--- src/sv/jls_pkg.sv ---
// ----------------------------------------------------------------------------
// jls_pkg
// Shared types, codes and constants of the Jacobi linear solver.
// ----------------------------------------------------------------------------
`default_nettype none

package jls_pkg;

   localparam int DEF_MAX_UNKNOWNS = 16;

   localparam int VALUE_W     = 32;
   localparam int IDX_W       = 6;
   localparam int SWEEP_W     = 16;
   localparam int SIZE_W      = 7;
   localparam int TOL_W       = 31;
   localparam int CSR_W       = 31;
   localparam int CSR_IDX_W   = 2;
   localparam int OP_W        = 2;
   localparam int STATUS_W    = 2;
   localparam int REQ_TDATA_W = 48;
   localparam int RSP_TDATA_W = 56;

   localparam logic [SIZE_W-1:0]  RST_SIZE_IN_USE    = 7'd16;
   localparam logic [TOL_W-1:0]   RST_TOLERANCE      = 31'd66;
   localparam logic [SWEEP_W-1:0] RST_MAX_ITERATIONS = 16'd1000;

   typedef enum logic [OP_W-1:0] {
      OP_LOAD_COEF  = 2'd0,
      OP_LOAD_RHS   = 2'd1,
      OP_LOAD_GUESS = 2'd2,
      OP_SOLVE      = 2'd3
   } opcode_type;

   typedef enum logic [STATUS_W-1:0] {
      RES_CONVERGED = 2'd0,
      RES_LIMIT     = 2'd1,
      RES_REJECTED  = 2'd2
   } result_status_type;

   typedef enum logic [CSR_IDX_W-1:0] {
      CSR_SIZE_IN_USE    = 2'd0,
      CSR_TOLERANCE      = 2'd1,
      CSR_MAX_ITERATIONS = 2'd2
   } csr_index_type;

   typedef enum logic [4:0] {
      S_IDLE,
      S_DOM_ROW,
      S_DOM_RD,
      S_DOM_ACC,
      S_DOM_CHK,
      S_REJ,
      S_SW_CHK,
      S_ROW_BEGIN,
      S_ROW_CAP,
      S_TERM_RD,
      S_TERM_MUL,
      S_TERM_TRN,
      S_TERM_ACC,
      S_NUM,
      S_DIV_START,
      S_DIV_WAIT,
      S_RES,
      S_CHG,
      S_OUT_RD,
      S_OUT_LOAD,
      S_OUT_WAIT
   } fsm_type;

   typedef struct packed {
      logic load_we;
      logic start_solve;
      logic dom_row;
      logic dom_acc;
      logic dom_next;
      logic sw_begin;
      logic row_begin;
      logic row_cap;
      logic term_rd;
      logic term_mul;
      logic term_trn;
      logic term_acc;
      logic num_calc;
      logic div_start;
      logic res_calc;
      logic chg;
      logic out_begin;
      logic out_load;
      logic out_rej;
      logic out_adv;
   } cmd_type;

   typedef struct packed {
      logic i_last;
      logic j_last;
      logic dom_fail;
      logic keep_going;
      logic div_done;
      logic out_last;
   } stat_type;

endpackage

`default_nettype wire

--- src/sv/jls_ctrl.sv ---
// ----------------------------------------------------------------------------
// jls_ctrl
// Solver sequencer: load, dominance check, sweeps and result emission.
// ----------------------------------------------------------------------------
`default_nettype none

module jls_ctrl (
   input  wire logic                     clock,
   input  wire logic                     reset,
   input  wire logic                     req_tvalid,
   input  wire logic [jls_pkg::OP_W-1:0] req_opcode,
   input  wire logic                     rsp_tready,
   input  wire jls_pkg::stat_type        stat,
   output logic                          req_tready,
   output logic                          rsp_tvalid,
   output jls_pkg::cmd_type              cmd
);

   jls_pkg::fsm_type state_ff;
   jls_pkg::fsm_type state_in;
   logic             req_take;
   logic             is_solve;

   always_comb begin
      req_take = req_tvalid && (state_ff == jls_pkg::S_IDLE);
      is_solve = req_opcode == jls_pkg::OP_SOLVE;
   end

   always_ff @(posedge clock) begin
      if (reset) begin
         state_ff <= jls_pkg::S_IDLE;
      end else begin
         state_ff <= state_in;
      end
   end

   always_comb begin
      state_in = state_ff;
      case (state_ff)
         jls_pkg::S_IDLE: begin
            if (req_take && is_solve) begin
               state_in = jls_pkg::S_DOM_ROW;
            end
         end
         jls_pkg::S_DOM_ROW: begin
            state_in = jls_pkg::S_DOM_RD;
         end
         jls_pkg::S_DOM_RD: begin
            state_in = jls_pkg::S_DOM_ACC;
         end
         jls_pkg::S_DOM_ACC: begin
            state_in = stat.j_last ? jls_pkg::S_DOM_CHK : jls_pkg::S_DOM_RD;
         end
         jls_pkg::S_DOM_CHK: begin
            if (stat.dom_fail) begin
               state_in = jls_pkg::S_REJ;
            end else if (stat.i_last) begin
               state_in = jls_pkg::S_SW_CHK;
            end else begin
               state_in = jls_pkg::S_DOM_ROW;
            end
         end
         jls_pkg::S_REJ: begin
            state_in = jls_pkg::S_OUT_WAIT;
         end
         jls_pkg::S_SW_CHK: begin
            state_in = stat.keep_going ? jls_pkg::S_ROW_BEGIN : jls_pkg::S_OUT_RD;
         end
         jls_pkg::S_ROW_BEGIN: begin
            state_in = jls_pkg::S_ROW_CAP;
         end
         jls_pkg::S_ROW_CAP: begin
            state_in = jls_pkg::S_TERM_RD;
         end
         jls_pkg::S_TERM_RD: begin
            state_in = jls_pkg::S_TERM_MUL;
         end
         jls_pkg::S_TERM_MUL: begin
            state_in = jls_pkg::S_TERM_TRN;
         end
         jls_pkg::S_TERM_TRN: begin
            state_in = jls_pkg::S_TERM_ACC;
         end
         jls_pkg::S_TERM_ACC: begin
            state_in = stat.j_last ? jls_pkg::S_NUM : jls_pkg::S_TERM_RD;
         end
         jls_pkg::S_NUM: begin
            state_in = jls_pkg::S_DIV_START;
         end
         jls_pkg::S_DIV_START: begin
            state_in = jls_pkg::S_DIV_WAIT;
         end
         jls_pkg::S_DIV_WAIT: begin
            if (stat.div_done) begin
               state_in = jls_pkg::S_RES;
            end
         end
         jls_pkg::S_RES: begin
            state_in = jls_pkg::S_CHG;
         end
         jls_pkg::S_CHG: begin
            state_in = stat.i_last ? jls_pkg::S_SW_CHK : jls_pkg::S_ROW_BEGIN;
         end
         jls_pkg::S_OUT_RD: begin
            state_in = jls_pkg::S_OUT_LOAD;
         end
         jls_pkg::S_OUT_LOAD: begin
            state_in = jls_pkg::S_OUT_WAIT;
         end
         jls_pkg::S_OUT_WAIT: begin
            if (rsp_tready) begin
               state_in = stat.out_last ? jls_pkg::S_IDLE : jls_pkg::S_OUT_RD;
            end
         end
         default: begin
            state_in = jls_pkg::S_IDLE;
         end
      endcase
   end

   always_comb begin
      cmd        = '0;
      req_tready = 1'b0;
      rsp_tvalid = 1'b0;
      case (state_ff)
         jls_pkg::S_IDLE: begin
            req_tready      = 1'b1;
            cmd.load_we     = req_take && !is_solve;
            cmd.start_solve = req_take && is_solve;
         end
         jls_pkg::S_DOM_ROW: begin
            cmd.dom_row = 1'b1;
         end
         jls_pkg::S_DOM_ACC: begin
            cmd.dom_acc = 1'b1;
         end
         jls_pkg::S_DOM_CHK: begin
            cmd.dom_next = !stat.dom_fail && !stat.i_last;
         end
         jls_pkg::S_REJ: begin
            cmd.out_rej = 1'b1;
         end
         jls_pkg::S_SW_CHK: begin
            cmd.sw_begin  = stat.keep_going;
            cmd.out_begin = !stat.keep_going;
         end
         jls_pkg::S_ROW_BEGIN: begin
            cmd.row_begin = 1'b1;
         end
         jls_pkg::S_ROW_CAP: begin
            cmd.row_cap = 1'b1;
         end
         jls_pkg::S_TERM_RD: begin
            cmd.term_rd = 1'b1;
         end
         jls_pkg::S_TERM_MUL: begin
            cmd.term_mul = 1'b1;
         end
         jls_pkg::S_TERM_TRN: begin
            cmd.term_trn = 1'b1;
         end
         jls_pkg::S_TERM_ACC: begin
            cmd.term_acc = 1'b1;
         end
         jls_pkg::S_NUM: begin
            cmd.num_calc = 1'b1;
         end
         jls_pkg::S_DIV_START: begin
            cmd.div_start = 1'b1;
         end
         jls_pkg::S_RES: begin
            cmd.res_calc = 1'b1;
         end
         jls_pkg::S_CHG: begin
            cmd.chg = 1'b1;
         end
         jls_pkg::S_OUT_LOAD: begin
            cmd.out_load = 1'b1;
         end
         jls_pkg::S_OUT_WAIT: begin
            rsp_tvalid  = 1'b1;
            cmd.out_adv = rsp_tready && !stat.out_last;
         end
         default: begin
         end
      endcase
   end

endmodule

`default_nettype wire

--- config.mk ---
export PLATFORM = sky130hd
export DESIGN_NAME = jls_ctrl
export DESIGN_NICKNAME = d
export VERILOG_FILES = /design/src/sv/jls_pkg.sv /design/src/sv/jls_ctrl.sv
export SDC_FILE = /design/constraint.sdc
export NUM_CORES = 1
export LEC_CHECK = 0
export BUFFER_PORTS_ARGS = -buffer_cell sky130_fd_sc_hd__buf_4
export CAP_MARGIN = 20
export CORE_MARGIN = 4
export CORE_UTILIZATION = 45
export DETAILED_ROUTE_END_ITERATION = 12
export MAX_ROUTING_LAYER = met4
export PLACE_DENSITY = 0.78
export SLEW_MARGIN = 20
export SYNTH_ARGS = -nofsm -noshare
export SYNTH_HDL_FRONTEND = slang
export SYNTH_SLANG_ARGS = --single-unit
--- constraint.sdc ---
create_clock -name clock -period 1.6 [get_ports clock]
set_input_delay 0 -clock clock [delete_from_list [all_inputs] [get_ports clock]]
set_output_delay 0 -clock clock [all_outputs]
set_load 0.02 [all_outputs]
==> results of run 1 <==
==> repair_timing <==
item                                    CTS  global route
hold buffers                              2             0
pin swaps                                 0             3
hold endpoints to repair                  3             0
setup buffers                             0             6
endpoints found under the setup margin    3             3
gates cloned                              0             1
resized for setup                         7             4
==> worst paths after layout <==
check / to
worst max-delay path: cmd[19]
worst min-delay path: state_ff[2]
worst max register to register: state_ff[4]
worst min register to register: state_ff[3]
==> cell type report <==
| type | count | area share |
|---|---|---|
| multi-input cells | 94 | 0.475 |
| well taps | 16 | 0.0174 |
| flip-flops and latches | 5 | 0.0987 |
| repair buffers | 52 | 0.369 |
| clock buffers | 4 | 0.0228 |
| inverters | 5 | 0.0174 |
==> cells by family after synthesis <==
logic type,Yosys count
flops,5
simple gates,64
compound gates,30
buf+inv,14
==> cell usage in the layout, fill, tap and decap left out, drive strengths merged <==
master,count
buf,49
nor2,20
nand2,15
a21oi,8
nor3,7
o21ai,6
nor2b,5
clkbuf,5
dfxtp,5
inv,4
nand2b,3
nand3,3
a31oi,3
or3,3
nor4,2
a22oi,2
o31ai,2
dlygate4sd3,2
nor3b,2
o32ai,2
clkinv,1
or2,1
and2b,1
and3,1
o32a,1
a2111oi,1
nor4b,1
o22ai,1
a22o,1
a41oi,1
o31a,1
a221oi,1
==> report_power, final <==
group          switching (W)  internal (W)  total [W]
combinational      0.0000714     0.0000783   0.000150
sequential        0.00000382      0.000123   0.000127
clock              0.0000595     0.0000948   0.000154
total               0.000135      0.000296   0.000431
==> critical path, stage by stage (launching register included) <==
cell and delay, ps:
dfxtp_4 350, buf_12 130, or3_4 400, nor2_4 140, nand2_1 60, a21oi_1 110, buf_4 160
==> metal layers <==
metal,global-route usage,vias to the layer above,wire length [um]
met5,-,-,0
met3,0.0332,4,184
met2,0.388,55,1340
met4,0.0430,0,21
met1,0.327,487,1140
li1,-,497,-
==> per-stage QoR <==
| step | cell area, um2 | utilization | setup TNS, ps | instances | setup WS [ps] |
|---|---|---|---|---|---|
| finish | 1150 | 0.766 | -1.07 | 176 | -0.835 |
| global route | 1150 | 0.766 | -125 | 176 | -77.3 |
| CTS | 1070 | 0.713 | 0 | 169 | 16.7 |
| detailed placement | 1010 | 0.673 | 0 | 163 | 52.5 |
| global placement | 1010 | 0.673 | 0 | 163 | 96.5 |
| floorplan | 726 | - | 0 | 113 | 114 |
==> impl_results.md, run 1 <==
* Mux share of post-synthesis cell area at 0
* Most common cell in the netlist: nor2_1
* First-pass GRT wire length at between 3000 and 4000 um
* Synth Flop Type: dfxtp_1
* Xor/xnor cell area share of the yosys netlist at 0
* Clock transition at path regs at about 50 ps
* CP startpoint kind: register
* Final ANT Viol Nets at 0
* CTS tree: yes
* Post-route setup slack at -0.835 ps
* WL final at approximately 2700 um
* Vias in the first global route at 895
* Syn-to-layout area delta at 59.0%
* Share of cells above drive strength 1 at 0.419
* Core Footprint at between 0.0015 and 0.002 mm2
* Post-synth EDFFs at 0
* Hold Fails Final Rpt at 0
* Layout fillers at approximately 110
* Crit path required time at 1600 ps
* Hold Path Depth at 3
* Multi-input logic area at 548 um2
* Remaining global-route overflow at 0
* Top flop regs: state_ff: 5 flops
* Top cell type by total area after synthesis: dfxtp_1
* Final #Nets at 173
* Vias at approximately 1000
* Critical path type: register to output port
* Max FFs per register at 5
* CTS root buffer: clkbuf_4
* Initial core utilization at 0.482
* Critical path peak fanout at 6
* P_leak at between 0.5 and 0.6 nW
* Minimum clock period at around 1600 ps
* Residual DRC count at 0
* Syn Area/Cell at about 6.4 um2
* FF+latch count, synth at 5
* Mapped Area at roughly 730 um2
* Adder and majority gate portion of the synthesized area at 0
* Sequential cell area at 114 um2
* DR WL/cell at between 15 and 20 um
* Slew Viols, Final at 0
* MaxCap Viol Count at 0
* Max VDD drop at approximately 0.50 mV
* Die Y at 48.2 um
* Final hold slack at 90.0 ps
* Syn. warnings at 0
* Max Fclk at ~0.62 GHz
* CTS max path bufs at 2
* Rows at 14
* DRT Pass-1 Iters at 4
* Later-pin clock latency in the skew report at 250 ps
* Post-DP HPWL at approximately 1800 um
* Routability cong. at 0.883
* Power Density at approximately 370 mW/mm2
* IO Pins at 34
* Status: finished, violations left
* Part of the cycle the worst path needs at 1.00
* Synth top area cells: dfxtp_1 14%, nor2_1 9.3%, nand2_1 7.2%
* Syn Inst Count at 113
* Drt via density at around 5.9
* R2R Path Start: state_ff[0]
* Largest net degree at the start of global routing at 21
* Port buffer count at 33
* CTS H-tree lvls at 1
* Worst hold start: stat[2]
* Initial antenna violation count at 0
* Reg with most FFs: state_ff
* Sink Count at 5
* CP Data Arrival Time at between 1500 and 2000 ps
* Top cells by count, synth: 18 x nor2_1, 14 x nand2_1, 7 x a21oi_1, 7 x nor3_1
* Hold WC Path Type: input port to register
* Post-synthesis sequential area ratio at 0.138
* Number of buffers created by CTS at 3
* Largest family of logic cells by synthesized area: simple AND/OR/NAND/NOR gates
* Die Span X at 48.2 um
* Violated checks: setup timing
* Syn nets at about 130
* Yosys top cell area share at 0.138
* Tot Pwr at 0.000431 W
* Worst slew margin at 0.773
* Antenna Cells at 0
* Crit path from: state_ff[0]
* Layout Skew at 9.20 ps
* Post-synthesis compound-gate area fraction at 0.288
* GRT Total Usage at 0.243
* Worst-Margin Slew at ~340 ps
* R2r worst-path depth at 6
* FFs w/ async S/R, synth at 0
* Die area at about 0.0023 mm2
* Setup crit end kind: output port
* Synth Area in Simple Gates at 0.453
* Setup repair after global routing missed its margin: true
* Initial DRC Count at 27
* Cell variety after synth at 40
* Reg-to-reg setup timing slack at 180 ps
* Setup violators final at 2
No activity file was read; power rests on OpenSTA's default activity.
==> run 2: changes to the inputs <==
==> constraint.sdc (replaced) <==
create_clock -name clock -period 1.6 [get_ports clock]
set_input_delay 0.08 -clock clock [delete_from_list [all_inputs] [get_ports clock]]
set_output_delay 0.08 -clock clock [all_outputs]
set_load 0.02 [all_outputs]
==> impl_results.md, run 2 (synthesis results as in run 1) <==
* Status: finished, final reports clean
* Clock transition at path regs at 40 ps
* CP cell instances: buf_8 > or3_4 > nor3b_2 > buf_4
* Max Fclk at 0.646 GHz
* Initial antenna violation count at 0
* CTS root buffer: clkbuf_4
* Minimum clock period at between 1500 and 2000 ps
* Crit path max-delay family: simple AND/OR/NAND/NOR gates
* Crit path capture: cmd[0]
* GRT Total Usage at 0.225
* IO Pins at 34
* Dpl ws at 77.5 ps
* Crit path required time at ~1500 ps
* Setup repair after global routing missed its margin: false
* Die Y at just under 50 um
* Final #Nets at ~170
* Syn-to-layout area delta at 55.2%
* R2r worst-path depth at 6
* Hold Fails Final Rpt at 0
* Post-DP HPWL at 1790 um
* Final Util at 0.748
* Levels on crit path at 4
* Die Span X at between 40 and 50 um
* Layout fillers at around 120
* Remaining global-route overflow at 0
* Setup crit end kind: output port
* Leading cell type in the layout, fill and taps excluded: buf_4
* CP Data Arrival Time at approximately 1500 ps
* Sink Count at 5
* Post-route setup slack at 51.7 ps
* Residual DRC count at 0
* Fin Setup TNS at 0 ps
* CP startpoint kind: register
* Worst slew margin at 0.798
* Post-Place Cells at roughly 160
* First-pass GRT wire length at about 3700 um
* Critical path type: register to output port
* Reg with most FFs: state_ff
* Slew Viols, Final at 0
* DR WL/cell at roughly 15 um
* Setup violators final at 0
* Number of buffers created by CTS at 3
* Crit path from: state_ff[0]
* Port buffer count at 33
* Finished Layout Cells at ~180
* Worst path max stage delay at about 410 ps
* Later-pin clock latency in the skew report at approximately 250 ps
* WL final at ~2600 um
* Initial DRC Count at 55
* Share of cells above drive strength 1 at 0.440
* Critical-path top delay cell: or3_4
* Largest net degree at the start of global routing at 19
* Most frequent cells in the layout: 49 x buf_4, 18 x nor2_1, 14 x nand2_1
* MaxCap Viol Count at 0
* Top flop regs: state_ff: 5 flops
* Final ANT Viol Nets at 0
* Max FFs per register at 5
* Initial core utilization at 0.482
* CTS tree: yes
* P_leak at around 0.5 nW
* Power Density at between 300 and 400 mW/mm2
* RR Endpoint: state_ff[0]
* DRT Pass-1 Iters at 5
* CTS max path bufs at 2
* Drt via density at ~5.9
* Vias in the first global route at around 850
* CTS H-tree lvls at 1
* Routability cong. at 0.972
* Vias at around 1000
* Max VDD drop at ~0.45 mV
* Hold WC Path Type: input port to register
* Reg-to-reg setup timing slack at around 120 ps
* Part of the cycle the worst path needs at 0.968
* CP Buf/Inv Count at 2
* Worst-Margin Slew at just over 300 ps
* Layout Skew at roughly 2.2 ps
* R2R Path Start: state_ff[4]
* Die area at 0.00232 mm2
* Critical path peak fanout at 18
* Rows at 14
* Antenna Cells at 0
* Core Footprint at approximately 0.0015 mm2
[run 2: power breakdown]
part	switching [W]	internal, W
clock network	0.0000547	0.0000945
registers	0.00000334	0.000122
logic	0.0000655	0.0000585
total	0.000124	0.000275
[run 2: how the worst min path moves through the flow]
stage / start / to / slack (ps) / depth (start not counted)
2_1_floorplan: reset / state_ff[2] / 150 / 1
3_3_place_gp: reset / state_ff[3] / 310 / 2
3_5_place_dp: reset / state_ff[2] / 300 / 2
4_1_cts: reset / state_ff[2] / 50 / 2
5_1_grt: reset / state_ff[2] / 40 / 2
6_report: reset / state_ff[2] / 50 / 2
[run 2: metal layers]
layer,part of all wire,wire length [um],global-route usage,up-vias
met1,0.40,1020,0.309,463
met2,0.49,1250,0.349,69
li1,-,-,-,503
met3,0.11,270,0.0406,4
met5,0,0,-,-
met4,0.0086,22,0.0323,0
[run 2: layout make-up]
cell class / count / area, um2 / share of cell area
tap: 16 / 20.0 / 0.0178
timing repair buffer: 51 / 388 / 0.344
sequential: 5 / 116 / 0.103
inverter: 5 / 21.3 / 0.0189
clock buffer: 4 / 26.3 / 0.0233
multi-input combinational: 94 / 554 / 0.492
[run 2: through the flow]
stage / cell area (um2) / hold slack [ps] / total power [W]
after floorplan: 726 / 152 / 0.000193
after global placement: 1010 / 311 / 0.000241
after detailed placement: 1010 / 304 / 0.000241
after CTS: 1070 / 45.4 / 0.000391
after global routing: 1130 / 37.5 / 0.000420
final: 1130 / 47.6 / 0.000399
[run 2: repair_timing]
item	in CTS	in global routing
hold buffers	0	0
resized for setup	11	4
setup endpoints to repair	11	2
buffers inserted	1	6
pin swaps	0	4
==> run 3: changes to the inputs <==
--- a/config.mk
+++ b/config.mk
@@ -11,7 +11,7 @@
 export CORE_UTILIZATION = 45
 export DETAILED_ROUTE_END_ITERATION = 12
 export MAX_ROUTING_LAYER = met4
-export PLACE_DENSITY = 0.78
+export PLACE_DENSITY = 0.85
 export SLEW_MARGIN = 20
 export SYNTH_ARGS = -nofsm -noshare
 export SYNTH_HDL_FRONTEND = slang
==> impl_results.md, run 3 (synthesis results as in run 1) <==
* Status: finished, final reports clean
* Internal power at around 0.00028 W
* Hold EP: state_ff[2]
* Routability cong. at between 0.8 and 0.9
* Syn-to-layout area delta at 64.5%
* R2R Path Start: state_ff[2]
* Hold Path Depth at 2
* Core Footprint at about 0.0015 mm2
* Drt via density at around 6.4
* Clock power frac at 0.384
* Layout fillers at 101
* Top flop regs: state_ff: 5 flops
* Vias at 1167
* Die area at 0.00232 mm2
* CP startpoint kind: register
* Crit path required time at ~1500 ps
* Clock transition at path regs at ~50 ps
* DR WL/cell at 18.6 um
* Minimum clock period at between 1500 and 2000 ps
* GRT Total Usage at 0.284
* P_leak at between 0.5 and 0.6 nW
* Later-pin clock latency in the skew report at 250 ps
* Sw Share at 0.336
* Critical path peak fanout at 11
* Most frequent cells in the layout: 53 x buf_4, 18 x nor2_1, 14 x nand2_1
* Rows at 14
* Antenna Cells at 0
* Fin Setup TNS at 0 ps
* Layout Skew at about 3.6 ps
* Port buffer count at 33
* Met3 wire len at 340 um
* Worst hold start: reset
* Slew Viols, Final at 0
* NetSw at 0.000141 W
* CP Data Arrival Time at ~1500 ps
* CTS root buffer: clkbuf_4
* Sequential cell area at between 100 and 150 um2
* Share of cells above drive strength 1 at 0.455
* Setup violators final at 0
* IO Pins at 34
* Worst slew margin at 0.751
* Multi-input logic area at about 560 um2
* Met2 WL at between 1500 and 2000 um
* Combinational share of power at 0.320
* WL final at between 3000 and 4000 um
* Final #Nets at ~180
* Power Density at between 300 and 400 mW/mm2
* R2r worst-path depth at 6
* Initial antenna violation count at 0
* Die Y at about 48 um
* CTS max path bufs at 2
* MaxCap Viol Count at 0
* Initial DRC Count at between 100 and 150
* Critical path type: register to output port
* RR Endpoint: state_ff[0]
* DRT met1 WL at between 1000 and 1500 um
* Leading cell type in the layout, fill and taps excluded: buf_4
* Initial core utilization at 0.482
* Setup crit end kind: output port
* Part of the cycle the worst path needs at 0.988
* Remaining global-route overflow at 0
* Max Fclk at 0.633 GHz
* Worst-Margin Slew at between 300 and 400 ps
* Tot Pwr at ~0.00042 W
* Setup repair after global routing missed its margin: true
* Max FFs per register at 5
* CTS tree: yes
* Max VDD drop at 0.371 mV
* DRT Pass-1 Iters at 4
* Max layer used: met4
* Hold WC Path Type: input port to register
* Die Span X at between 40 and 50 um
* First-pass GRT wire length at approximately 4500 um
* Final ANT Viol Nets at 0
* Residual DRC count at 0
* Reg-to-reg setup timing slack at about 90 ps
* Sink Count at 5
* Largest net degree at the start of global routing at 15
* Reg with most FFs: state_ff
* Vias in the first global route at 998
* CTS H-tree lvls at 1
* Number of buffers created by CTS at 3
* Post-DP HPWL at ~1900 um
* Seq pwr share at 0.296
* Final Util at 0.792
* Hold Fails Final Rpt at 0
==> run 3: cell types whose count changed in the layout (fill, tap and decap cells not counted), sizes merged <==
cell,change
inv,-1
clkinv,+1
buf,+6
==> run 3: layout make-up <==
cell class / count / share of cell area
Clock buffer: 4 / 0.0220
Inverter: 5 / 0.0199
Multi-Input combinational cell: 94 / 0.469
Sequential cell: 5 / 0.0996
Tap cell: 16 / 0.0168
Timing Repair Buffer: 57 / 0.373
==> run 3: what timing repair did <==
action / in CTS / in global routing
hold buffers: 0 / 0
resized for setup: 11 / 6
endpoints found under the hold margin: 0 / 0
pin swaps: 2 / 7
endpoints found under the setup margin: 13 / 7
setup buffers: 7 / 6
==> run 3: per-stage QoR <==
stage | instances | hold WS (ps) | setup WS (ps) | area, um2
6_report | 181 | 41.5 | 19.1 | 1190
5_1_grt | 181 | 36.2 | -69.2 | 1190
4_1_cts | 175 | 27.3 | 4.79 | 1110
3_5_place_dp | 164 | 301 | 18.6 | 1010
3_3_place_gp | 164 | 294 | 66.1 | 1010
2_1_floorplan | 113 | 152 | 33.7 | 726
==> run 3: worst max path at each step <==
stage                 from  depth (start not counted)           to
2_1_floorplan  state_ff[3]                          5      cmd[19]
3_3_place_gp   state_ff[3]                          5       cmd[0]
3_5_place_dp   state_ff[0]                          4  state_ff[0]
4_1_cts        state_ff[4]                          4       cmd[0]
5_1_grt        state_ff[2]                          5       cmd[6]
6_report       state_ff[2]                          5       cmd[8]
==> run 3: power by group through the flow <==
| stage | sequential (W) | combinational (W) | clock [W] |
|---|---|---|---|
| final | 0.000124 | 0.000134 | 0.000161 |
| after detailed placement | 0.000138 | 0.000107 | 0 |
| after global routing | 0.000123 | 0.000143 | 0.000171 |
| after global placement | 0.000138 | 0.000105 | 0 |
| after floorplan | 0.000131 | 0.0000626 | 0 |
| after CTS | 0.000128 | 0.000125 | 0.000157 |
==> run 3: metal layers <==
layer  vias up  GRT usage
met5         -          -
met4         0     0.0860
met3        20     0.0775
met2        99      0.458
met1       536      0.341
li1        512          -
==> run 3: critical path, stage by stage, from the launching register on <==
cell,delay [ps]
dfxtp_4,410
buf_4,200
nand2_1,130
buf_4,170
nor3_1,170
buf_4,170
